`src/design/grpe_pkg.sv`:
```
package grpe_pkg;

  // Fixed field widths
  localparam int ROW_BITS   = 16;
  localparam int COLOR_W    = 16;
  localparam int GW_W       = 5;
  localparam int GH_W       = 6;
  localparam int CODE_W     = 8;
  localparam int ROW_W      = 5;
  localparam int COL_W      = 4;
  localparam int CFG_DATA_W = 32;
  localparam int CFG_ADDR_W = 4;

  // Default sizing
  localparam int DEF_MAX_GLYPH_WIDTH  = 16;
  localparam int DEF_MAX_GLYPH_HEIGHT = 32;
  localparam int DEF_CODE_COUNT       = 256;

  // Register reset values
  localparam logic [COLOR_W-1:0] FG_RESET = 16'hFFFF;
  localparam logic [COLOR_W-1:0] BG_RESET = 16'h0000;
  localparam logic [GW_W-1:0]    GW_RESET = 5'd8;
  localparam logic [GH_W-1:0]    GH_RESET = 6'd16;

  // Register index (paddr word select)
  typedef enum logic [1:0] {
    REG_FG_COLOR     = 2'd0,
    REG_BG_COLOR     = 2'd1,
    REG_GLYPH_WIDTH  = 2'd2,
    REG_GLYPH_HEIGHT = 2'd3
  } reg_idx_t;

  // Input operation codes
  localparam logic OP_LOAD   = 1'b0;
  localparam logic OP_RENDER = 1'b1;

  // Glyph row handed from the read stage to the expander
  typedef struct packed {
    logic [ROW_BITS-1:0] bits;
    logic [GW_W-1:0]     width;
  } glyph_beat_t;

endpackage

```
`src/design/grpe_expander.sv`:
```
module grpe_expander (
  input  logic                             clk,
  input  logic                             rst_n,
  // glyph row beat from the read stage
  input  logic                             row_valid,
  input  grpe_pkg::glyph_beat_t            row_beat,
  output logic                             row_take,
  // colours
  input  logic [grpe_pkg::COLOR_W-1:0]     fg_color,
  input  logic [grpe_pkg::COLOR_W-1:0]     bg_color,
  // pixel beats
  output logic                             out_valid,
  input  logic                             out_stall,
  output logic [grpe_pkg::COLOR_W-1:0]     out_pixel_color,
  output logic [grpe_pkg::COL_W-1:0]       out_column,
  output logic                             out_ink,
  output logic                             out_last
);

  // Shift stage
  logic                            sh_valid_r, sh_valid_nxt;
  logic [grpe_pkg::ROW_BITS-1:0]   sh_bits_r, sh_bits_nxt;
  logic [grpe_pkg::GW_W-1:0]       sh_width_r, sh_width_nxt;
  logic [grpe_pkg::COL_W-1:0]      sh_col_r, sh_col_nxt;

  // Output register
  logic                            o_valid_r, o_valid_nxt;
  logic [grpe_pkg::COLOR_W-1:0]    o_color_r, o_color_nxt;
  logic [grpe_pkg::COL_W-1:0]      o_col_r, o_col_nxt;
  logic                            o_ink_r, o_ink_nxt;
  logic                            o_last_r, o_last_nxt;

  logic o_free;
  logic emit;
  logic sh_last;
  logic sh_free;
  logic ink_bit;

  assign o_free  = !o_valid_r || !out_stall;
  assign emit    = sh_valid_r && o_free;
  assign sh_last = ({1'b0, sh_col_r} + 5'd1) == sh_width_r;
  assign sh_free = !sh_valid_r || (emit && sh_last);
  assign ink_bit = sh_bits_r[grpe_pkg::ROW_BITS-1];

  assign row_take = row_valid && sh_free;

  // Next state for shift stage and output register
  always_comb begin
    sh_valid_nxt = sh_valid_r;
    sh_bits_nxt  = sh_bits_r;
    sh_width_nxt = sh_width_r;
    sh_col_nxt   = sh_col_r;
    o_valid_nxt  = o_valid_r;
    o_color_nxt  = o_color_r;
    o_col_nxt    = o_col_r;
    o_ink_nxt    = o_ink_r;
    o_last_nxt   = o_last_r;

    if (o_free) begin
      o_valid_nxt = emit;
    end
    if (emit) begin
      o_color_nxt = ink_bit ? fg_color : bg_color;
      o_col_nxt   = sh_col_r;
      o_ink_nxt   = ink_bit;
      o_last_nxt  = sh_last;
      sh_bits_nxt = {sh_bits_r[grpe_pkg::ROW_BITS-2:0], 1'b0};
      sh_col_nxt  = sh_col_r + 4'd1;
      if (sh_last) begin
        sh_valid_nxt = 1'b0;
      end
    end
    if (row_take) begin
      sh_valid_nxt = 1'b1;
      sh_bits_nxt  = row_beat.bits;
      sh_width_nxt = row_beat.width;
      sh_col_nxt   = '0;
    end
  end

  always_ff @(posedge clk) begin
    if (!rst_n) begin
      sh_valid_r <= 1'b0;
      o_valid_r  <= 1'b0;
    end else begin
      sh_valid_r <= sh_valid_nxt;
      o_valid_r  <= o_valid_nxt;
    end
    sh_bits_r  <= sh_bits_nxt;
    sh_width_r <= sh_width_nxt;
    sh_col_r   <= sh_col_nxt;
    o_color_r  <= o_color_nxt;
    o_col_r    <= o_col_nxt;
    o_ink_r    <= o_ink_nxt;
    o_last_r   <= o_last_nxt;
  end

  assign out_valid       = o_valid_r;
  assign out_pixel_color = o_color_r;
  assign out_column      = o_col_r;
  assign out_ink         = o_ink_r;
  assign out_last        = o_last_r;

endmodule

```
`config.mk`:
```
export PLATFORM = sky130hd
export DESIGN_NAME = grpe_expander
export DESIGN_NICKNAME = d
export VERILOG_FILES = /design/src/design/grpe_pkg.sv /design/src/design/grpe_expander.sv
export SDC_FILE = /design/constraint.sdc
export NUM_CORES = 1
export LEC_CHECK = 0
export BUFFER_PORTS_ARGS = -buffer_cell sky130_fd_sc_hd__buf_2
export CORE_ASPECT_RATIO = 1.25
export CORE_UTILIZATION = 25
export CTS_BUF_LIST = sky130_fd_sc_hd__clkbuf_4
export CTS_CLUSTER_SIZE = 16
export DETAILED_ROUTE_END_ITERATION = 12
export PLACE_DENSITY = 0.52
export SYNTH_ARGS = -nofsm -noshare
export SYNTH_HDL_FRONTEND = slang
export SYNTH_SLANG_ARGS = --single-unit
```
`constraint.sdc`:
```
create_clock -name clk -period 3.01 [get_ports clk]
set_input_delay 0.7525 -clock clk [delete_from_list [all_inputs] [get_ports clk]]
set_output_delay 0.7525 -clock clk [all_outputs]
set_load 0.005 [all_outputs]
```
==> flow_summary.json, run 1 <==
{
  "cts_setup_buffers": 0,
  "cts_sinks": 49,
  "grt_max_degree": 24,
  "combPwrFrac": 0.165,
  "tightest_slew_ps": 652,
  "swShare": 0.225,
  "grt-ovfl-total": 0,
  "cts_buffer_depth": 2,
  "die_w_um": 84.1,
  "synthArstFlopShare": 0,
  "rsz0062_at_grt": "false",
  "drive_above_1_share": 0.600,
  "max_cap_violations": 0,
  "ctsHoldBuffers": 0,
  "required_ps": 2260,
  "hold_path.class": "reg2reg",
  "start_util": 0.257,
  "hold_viol_final": 0,
  "die_h_um": 105,
  "final.setup.tns_ps": 0,
  "pin_count": 81,
  "clk_latency_ps": 350,
  "design.die.area_um2": 8790,
  "synth_edf_count": 43,
  "drt-initial-drc-count": 36,
  "wl_per_cell_um": 12.2,
  "syn_to_final_growth_pct": 28.0,
  "vias": 1278,
  "clock-root-buffer": "clkbuf_4",
  "numCtsBuffers": 5,
  "yosys.cell_types.count": 25,
  "core_um2": 8190,
  "grt_use_total": 0.0857,
  "p_sw_uw": 335,
  "fin_crit_sh": 0.957,
  "crit_type": "reg2out",
  "cp-end-kind": "primary output",
  "grt_first_pass_wirelength_um": 5900,
  "clock_power_share": 0.248,
  "syn_area_per_cell_um2": 17.0,
  "ff2ff_setup_slack_ps": 660,
  "r2r_cells": 7,
  "hold_depth": 0,
  "arrival_ps": 2130,
  "internal_power_mw": 1.16,
  "cp_max_fo": 6,
  "antenna_left": 0,
  "setup_violations": 0,
  "peakVddDrop_mv": 0.166,
  "start_kind": "flop",
  "antenna_found_initial": 0,
  "seq_power_share": 0.587,
  "drcViolationCount": 26,
  "dp.final_hpwl_um": 2870,
  "clk_pin_slew_worst_paths_ps": 140,
  "first_pass_iters": 8,
  "fmaxAchievable_ghz": 0.347,
  "final.min_clock_period_ps": 2880,
  "syn-cell-area_um2": 2100,
  "cellPowerDensity_nw_per_um2": 553,
  "finalNetCount": 267,
  "ys_ff_latch": 49,
  "synth_flop_cell": "edfxtp_1",
  "worst_hold_slack_ps": 517,
  "gp_congestion": 0.738,
  "via_per_inst": 4.16,
  "diodes": 0,
  "status": "complete, but fails checks",
  "drv_slew": 0,
  "clock_skew_ps": 9.44,
  "wl_um": 3740,
  "grt_pass1_vias": 1301,
  "slew_headroom": 0.565,
  "cts_tree": "yes",
  "violations": "DRC",
  "ys_seq_area_frac": 0.671,
  "ys_warn_count": 0,
  "syn-num-nets": 182,
  "nFillCells": 819,
  "io_buffers": 80,
  "num_rows": 37,
  "synthCells": 124,
  "h-tree-depth": 2,
  "p_leak_nw": 1.12
}
[final cells by class]
class	instances	area [um^2]	area share
clock buffer	5	37.5	0.0139
multi-input combinational	68	654	0.243
timing repair buffer	82	415	0.154
clock inverter	3	41.3	0.0153
sequential	49	1410	0.524
tap	97	121	0.0451
inverter	3	11.3	0.00418
[cells by family after synthesis]
family,after synthesis,share of synthesized area
DFF,49,0.671
and+or+nand+nor,18,0.0440
buffers and inverters,7,0.0196
xor gates and xnor gates,9,0.0375
muxes,31,0.191
AOI/OAI and AO/OA,9,0.0315
adders and majority gates,1,0.00594
[flip-flops by register name, summed over array words and instances, names as in the netlist]
| signal | cells |
|---|---|
| out_column | 4 |
| out_ink | 1 |
| out_last | 1 |
| out_pixel_color | 16 |
| out_valid | 1 |
| sh_bits_r | 16 |
| sh_col_r | 4 |
| sh_valid_r | 1 |
| sh_width_r | 5 |
[synth_stat cells (2+ instances only)]
cell type	n	area (um^2)
a21oi_1	4	20.0
and2_1	3	18.8
buf_6	2	22.5
dfxtp_1	6	120
edfxtp_1	43	1290
inv_1	3	11.3
mux2_2	17	191
mux2_4	14	210
nand2_1	4	15.0
nand3_1	3	15.0
nor2_1	3	11.3
nor2b_1	2	12.5
xnor2_1	6	52.6
xor2_1	3	26.3
[metrics by stage]
| stage | util | instances | power [mW] | worst slack (ps) | cell area [um^2] |
|---|---|---|---|---|---|
| detailed placement | 0.319 | 299 | 1.14 | 429 | 2610 |
| global placement | 0.319 | 299 | 1.14 | 456 | 2610 |
| floorplan | - | 124 | 1.04 | 535 | 2100 |
| global route | 0.329 | 307 | 1.57 | 12.7 | 2690 |
| CTS | 0.328 | 307 | 1.52 | 48.0 | 2690 |
| finish | 0.329 | 307 | 1.49 | 129 | 2690 |
[critical path, cell delays in order (launching register included)]
cell,delay [ps]
dfxtp_1,410
ha_2,300
xor2_1,160
a211o_1,240
a211oi_2,260
a31oi_2,150
inv_2,130
buf_2,130
[placed cells by master (no fill, tap or decap), types with 2 or more instances in the layout]
| master | n |
|---|---|
| dfxtp_1 | 5 |
| nor2_1 | 3 |
| and2_1 | 3 |
| nor2b_1 | 2 |
| nand3_1 | 3 |
| buf_2 | 80 |
| xnor2_1 | 6 |
| mux2_4 | 14 |
| edfxtp_1 | 43 |
| a21oi_1 | 4 |
| nand2_1 | 4 |
| clkbuf_4 | 5 |
| buf_4 | 2 |
| inv_1 | 2 |
| xor2_1 | 3 |
| mux2_2 | 17 |
[per-layer routing]
metal  GRT usage  vias up  share of wire
li1            -      626              -
met1       0.102      563           0.44
met2       0.141       82           0.43
met3      0.0284        7           0.12
met4      0.0369        0          0.012
met5           0        -              0
[power by group through the flow]
stage / registers [mW] / clock network (mW) / logic (mW)
2_1_floorplan: 0.877 / 0 / 0.168
3_5_place_dp: 0.891 / 0 / 0.247
3_3_place_gp: 0.889 / 0 / 0.246
4_1_cts: 0.877 / 0.396 / 0.249
6_report: 0.876 / 0.369 / 0.246
5_1_grt: 0.886 / 0.419 / 0.269
[timing repair]
item,4_1_cts,5_1_grt
setup endpoints to repair,1,1
pin swaps,0,0
gates resized for setup,1,2
[worst paths after layout]
path | start | to
worst max-delay path | sh_col_r[1]$_SDFFE_PN0P_ | row_take
worst min-delay path | sh_col_r[0]$_SDFFE_PN0P_ | out_column[0]$_DFFE_PP_
worst max register to register | sh_col_r[1]$_SDFFE_PN0P_ | sh_bits_r[13]$_DFFE_PP_
worst min register to register | sh_col_r[0]$_SDFFE_PN0P_ | out_column[0]$_DFFE_PP_
Note: power is estimated with default switching activity, not from simulation.
==> run 2: changes to the inputs <==
==> constraint.sdc (replaced) <==
create_clock -name clk -period 3.1 [get_ports clk]
set_input_delay 0.775 -clock clk [delete_from_list [all_inputs] [get_ports clk]]
set_output_delay 0.775 -clock clk [all_outputs]
set_load 0.005 [all_outputs]
==> run 2 against run 1 <==
  * The run still ends with DRC left
  * Sequential power is 2.9% lower
  * Clock skew about the same
  * Final cell count unchanged
  * Worst hold slack hardly changed
  * Via count down 1.3%
  * First-iteration DRC count rose by 69%
  * Sequential share of layout area is 0.47 points higher
  * Global-route usage grew 0.22 points
  * Clock power decreased by 22%
  * Critical path type unchanged
  * Largest power group unchanged
==> flow_summary.json, run 2 (same netlist as run 1, synthesis figures left out) <==
{
  "status": "complete, but fails checks",
  "violations": "DRC",
  "final.min_clock_period_ps": 2900,
  "cpMaxStageDelayCell": "dfxtp_2",
  "gp_congestion": 0.725,
  "design.die.area_um2": 8790,
  "hold_depth": 2,
  "crit_family": "compound AO/OA/AOI/OAI gates",
  "path_cells": "ha_2 -> xor2_1 -> a211o_1 -> a211oi_2 -> a31oi_2 -> inv_2 -> buf_2",
  "grt_max_degree": 24,
  "cellPowerDensity_nw_per_um2": 515,
  "num_rows": 37,
  "required_ps": 2320,
  "cp_max_fo": 6,
  "grt-ovfl-total": 0,
  "pin_count": 81,
  "drt-initial-drc-count": 61,
  "start_util": 0.257,
  "wl_um": 3800,
  "cts_resized": 0,
  "fmaxAchievable_ghz": 0.345,
  "drive_above_1_share": 0.605,
  "tightest_slew_ps": 669,
  "fin_crit_sh": 0.935,
  "io_buffers": 80,
  "reg2reg_from": "sh_col_r[0]$_SDFFE_PN0P_",
  "rsz0062_at_grt": "false",
  "critPathMaxStageDelay_ps": 400,
  "syn_to_final_growth_pct": 26.9,
  "cts_buffer_depth": 2,
  "final_common_cell": "buf_2",
  "finalNetCount": 267,
  "worstHoldStart": "sh_col_r[1]$_SDFFE_PN0P_",
  "slew_headroom": 0.554,
  "h-tree-depth": 2,
  "grt_first_pass_wirelength_um": 5970,
  "first_pass_iters": 10,
  "cts_sinks": 49,
  "clock_skew_ps": 9.13,
  "diodes": 0,
  "ff2ff_setup_slack_ps": 770,
  "max_cap_violations": 0,
  "hold_path.class": "reg2reg",
  "clk_latency_ps": 360,
  "cp-end-kind": "primary output",
  "vias": 1262,
  "numCtsBuffers": 5,
  "dp.final_hpwl_um": 2910,
  "setup_violations": 0,
  "mostFrequentLayoutCells": "buf_2 (80), edfxtp_1 (43), mux2_2 (17), mux2_4 (14), xnor2_1 (6)",
  "power.total_mw": 1.38,
  "antenna_found_initial": 0,
  "final.setup.tns_ps": 0,
  "cts_setup_buffers": 0,
  "grt_pass1_vias": 1220,
  "antenna_left": 0,
  "p_leak_nw": 1.12,
  "via_per_inst": 4.11,
  "die_h_um": 105,
  "drv_slew": 0,
  "start_kind": "flop",
  "grt_use_total": 0.0879,
  "cts_tree": "yes",
  "hold_viol_final": 0,
  "core_um2": 8190,
  "die_w_um": 84.1,
  "ctsHoldBuffers": 0,
  "peakVddDrop_mv": 0.249,
  "clk_pin_slew_worst_paths_ps": 130,
  "reg2reg_to": "sh_bits_r[5]$_DFFE_PP_",
  "crit_buf_inv": 2,
  "r2r_cells": 7,
  "crit_type": "reg2out",
  "whs_endpoint": "sh_col_r[1]$_SDFFE_PN0P_",
  "arrival_ps": 2120,
  "post-route-util": 0.326,
  "drcViolationCount": 27,
  "clock-root-buffer": "clkbuf_4",
  "wl_per_cell_um": 12.4
}
run 2: metrics by stage:
step                hold WS [ps]  worst slack (ps)  instances  cell area (um^2)
floorplan                    424               602        124              2100
global placement             475               522        299              2610
detailed placement           494               497        299              2610
CTS                          519              55.5        307              2670
global route                 536              31.0        307              2670
finish                       517               202        307              2670
run 2: how the worst max path moves through the flow:
stage                              from       end  slack, ps  depth (start not counted)
4_1_cts        sh_col_r[0]$_SDFFE_PN0P_  row_take         60                          7
5_1_grt        sh_col_r[1]$_SDFFE_PN0P_  row_take         30                          7
2_1_floorplan  sh_col_r[0]$_SDFFE_PN0P_  row_take        600                          7
3_5_place_dp   sh_col_r[0]$_SDFFE_PN0P_  row_take        500                          7
3_3_place_gp   sh_col_r[0]$_SDFFE_PN0P_  row_take        520                          7
6_report       sh_col_r[0]$_SDFFE_PN0P_  row_take        200                          7
run 2: routing by layer:
| metal | routed length [um] | vias to the layer above | GRT usage |
|---|---|---|---|
| li1 | - | 627 | - |
| met1 | 1720 | 547 | 0.112 |
| met2 | 1570 | 84 | 0.136 |
| met3 | 481 | 4 | 0.0363 |
| met4 | 29 | 0 | 0.0259 |
| met5 | 0 | - | 0 |
run 2: final cells by class:
| cell class | count | area, um^2 |
|---|---|---|
| multi-input combinational | 68 | 654 |
| tap | 97 | 121 |
| sequential | 49 | 1410 |
| inverter | 3 | 11.3 |
| clock buffer | 5 | 37.5 |
| fill | 841 | 5520 |
| clock inverter | 3 | 17.5 |
| timing repair buffer | 82 | 415 |
run 2: where the power goes:
part / internal, mW / switching, mW / leakage [nW]
clock: 0.0860 / 0.200 / 0.0310
combinational: 0.144 / 0.0949 / 0.619
sequential: 0.811 / 0.0403 / 0.465
total: 1.04 / 0.335 / 1.12
run 2: worst min-delay path, stage by stage, from the launching register on:
cell and delay, ps:
dfxtp_1 360, nand2_1 60, a21boi_0 70
==> run 3: changes to the inputs <==
--- a/config.mk
+++ b/config.mk
@@ -7,6 +7,7 @@
 export LEC_CHECK = 0
 export BUFFER_PORTS_ARGS = -buffer_cell sky130_fd_sc_hd__buf_2
 export CORE_ASPECT_RATIO = 1.25
+export CORE_MARGIN = 5
 export CORE_UTILIZATION = 25
 export CTS_BUF_LIST = sky130_fd_sc_hd__clkbuf_4
 export CTS_CLUSTER_SIZE = 16
==> run 3 against run 2 <==
  * The flow now finishes without violations
  * Wire length rose by 8.2%
  * First-iteration DRC count fell by 52%
  * Clock skew rose by 12 ps
  * Sequential cell count did not move
  * Clock-buffer cell count rose by 1
  * Die area rose by 18%
  * Maximum frequency rose by 0.82%
  * Critical path depth did not move
  * Final cell count did not move
  * Total power rose by 7.1%
  * Non-clock buffer count did not move
  * Critical path type unchanged
  * Critical endpoint unchanged
==> flow_summary.json, run 3 (same netlist as run 1, synthesis figures left out) <==
{
  "worstHoldStart": "sh_col_r[1]$_SDFFE_PN0P_",
  "cts_sinks": 49,
  "die_w_um": 92.1,
  "p_leak_nw": 1.13,
  "num_rows": 37,
  "use_met1": 0.0913,
  "status": "completed",
  "swShare": 0.229,
  "worst_hold_slack_ps": 515,
  "wl_per_cell_um": 13.4,
  "design.die.area_um2": 10400,
  "post-route-util": 0.328,
  "clk_latency_ps": 360,
  "drv_slew": 0,
  "clock_power_share": 0.259,
  "grtUsageMet3": 0.0295,
  "reg2reg_from": "sh_col_r[0]$_SDFFE_PN0P_",
  "h-tree-depth": 2,
  "peakVddDrop_mv": 0.190,
  "internal_power_mw": 1.14,
  "finalNetCount": 267,
  "required_ps": 2320,
  "cts_tree": "yes",
  "slew_headroom": 0.522,
  "busiest_layer": "met2",
  "setup_violations": 0,
  "fin_crit_sh": 0.927,
  "gp_congestion": 0.688,
  "antenna_found_initial": 0,
  "tightest_slew_ps": 717,
  "syn_to_final_growth_pct": 28.6,
  "first_pass_iters": 4,
  "cts_setup_buffers": 0,
  "cp-startpoint": "sh_col_r[0]$_SDFFE_PN0P_",
  "grt_first_pass_wirelength_um": 6710,
  "rsz0062_at_grt": "false",
  "combPwrFrac": 0.163,
  "clock_skew_ps": 20.8,
  "core_um2": 8240,
  "io_buffers": 80,
  "grt-ovfl-total": 0,
  "mostFrequentLayoutCells": "buf_2 (80), edfxtp_1 (43), mux2_2 (17), mux2_4 (14)",
  "fmaxAchievable_ghz": 0.348,
  "drt-initial-drc-count": 29,
  "clk_pin_slew_worst_paths_ps": 150,
  "numCtsBuffers": 5,
  "grt_max_degree": 24,
  "wl_um": 4120,
  "final_common_cell": "buf_2",
  "vias": 1291,
  "final.setup.tns_ps": 0,
  "ctsHoldBuffers": 0,
  "grt_pass1_vias": 1375,
  "cp_max_fo": 6,
  "clock-root-buffer": "clkbuf_4",
  "grt_use_total": 0.0823,
  "cts_resized": 0,
  "diodes": 0,
  "drive_above_1_share": 0.605,
  "start_util": 0.255,
  "drcViolationCount": 0,
  "seq_power_share": 0.578,
  "cp-end-kind": "primary output",
  "hold_path.class": "reg2reg",
  "cellPowerDensity_nw_per_um2": 544,
  "cts_buffer_depth": 2,
  "die_h_um": 113,
  "hold_viol_final": 0,
  "p_sw_uw": 337,
  "antenna_left": 0,
  "arrival_ps": 2100,
  "start_kind": "flop",
  "final.min_clock_period_ps": 2870,
  "grtUsageMet2": 0.144,
  "crit_type": "reg2out",
  "via_per_inst": 4.21,
  "dp.final_hpwl_um": 3130,
  "max_cap_violations": 0,
  "pin_count": 81
}
run 3: final timing paths:
| kind | to | slack, ps | cells after the start |
|---|---|---|---|
| max reg2reg | sh_bits_r[13]$_DFFE_PP_ | 790 | 7 |
| max | row_take | 230 | 7 |
| min reg2reg | sh_col_r[1]$_SDFFE_PN0P_ | 520 | 2 |
| min | sh_col_r[1]$_SDFFE_PN0P_ | 520 | 2 |
run 3: layer usage:
metal  vias to the layer above  wire, um
li1                        627         -
met1                       603      1640
met2                        56      2080
met3                         5       337
met4                         0        65
met5                         -         0
run 3: final cells by class:
| type | instances | area (um^2) |
|---|---|---|
| Clock inverter | 2 | 38.8 |
| Timing Repair Buffer | 82 | 415 |
| Tap cell | 97 | 121 |
| Inverter | 3 | 11.3 |
| Sequential cell | 49 | 1410 |
| Clock buffer | 6 | 45.0 |
| Multi-Input combinational cell | 68 | 662 |
| Fill cell | 839 | 5530 |
run 3: power groups by stage:
stage / combinational [mW] / sequential, mW / clock [mW]
final: 0.240 / 0.851 / 0.382
after detailed placement: 0.243 / 0.866 / 0
after global placement: 0.241 / 0.866 / 0
after floorplan: 0.163 / 0.851 / 0
after global routing: 0.267 / 0.862 / 0.440
after CTS: 0.243 / 0.852 / 0.408
run 3: metrics by stage:
stage	instance area (um^2)	total power [mW]	setup slack [ps]	std cells
CTS	2700	1.50	49.5	307
floorplan	2100	1.01	602	124
global route	2710	1.57	69.9	307
global placement	2610	1.11	518	299
finish	2710	1.47	226	307
detailed placement	2610	1.11	494	299
run 3: worst max-delay path, cell delays in order (launching register included):
cell and delay, ps:
dfxtp_2 410, ha_2 290, xor2_1 160, a211o_1 260, a211oi_4 230, a31oi_2 140
inv_2 120, buf_2 130
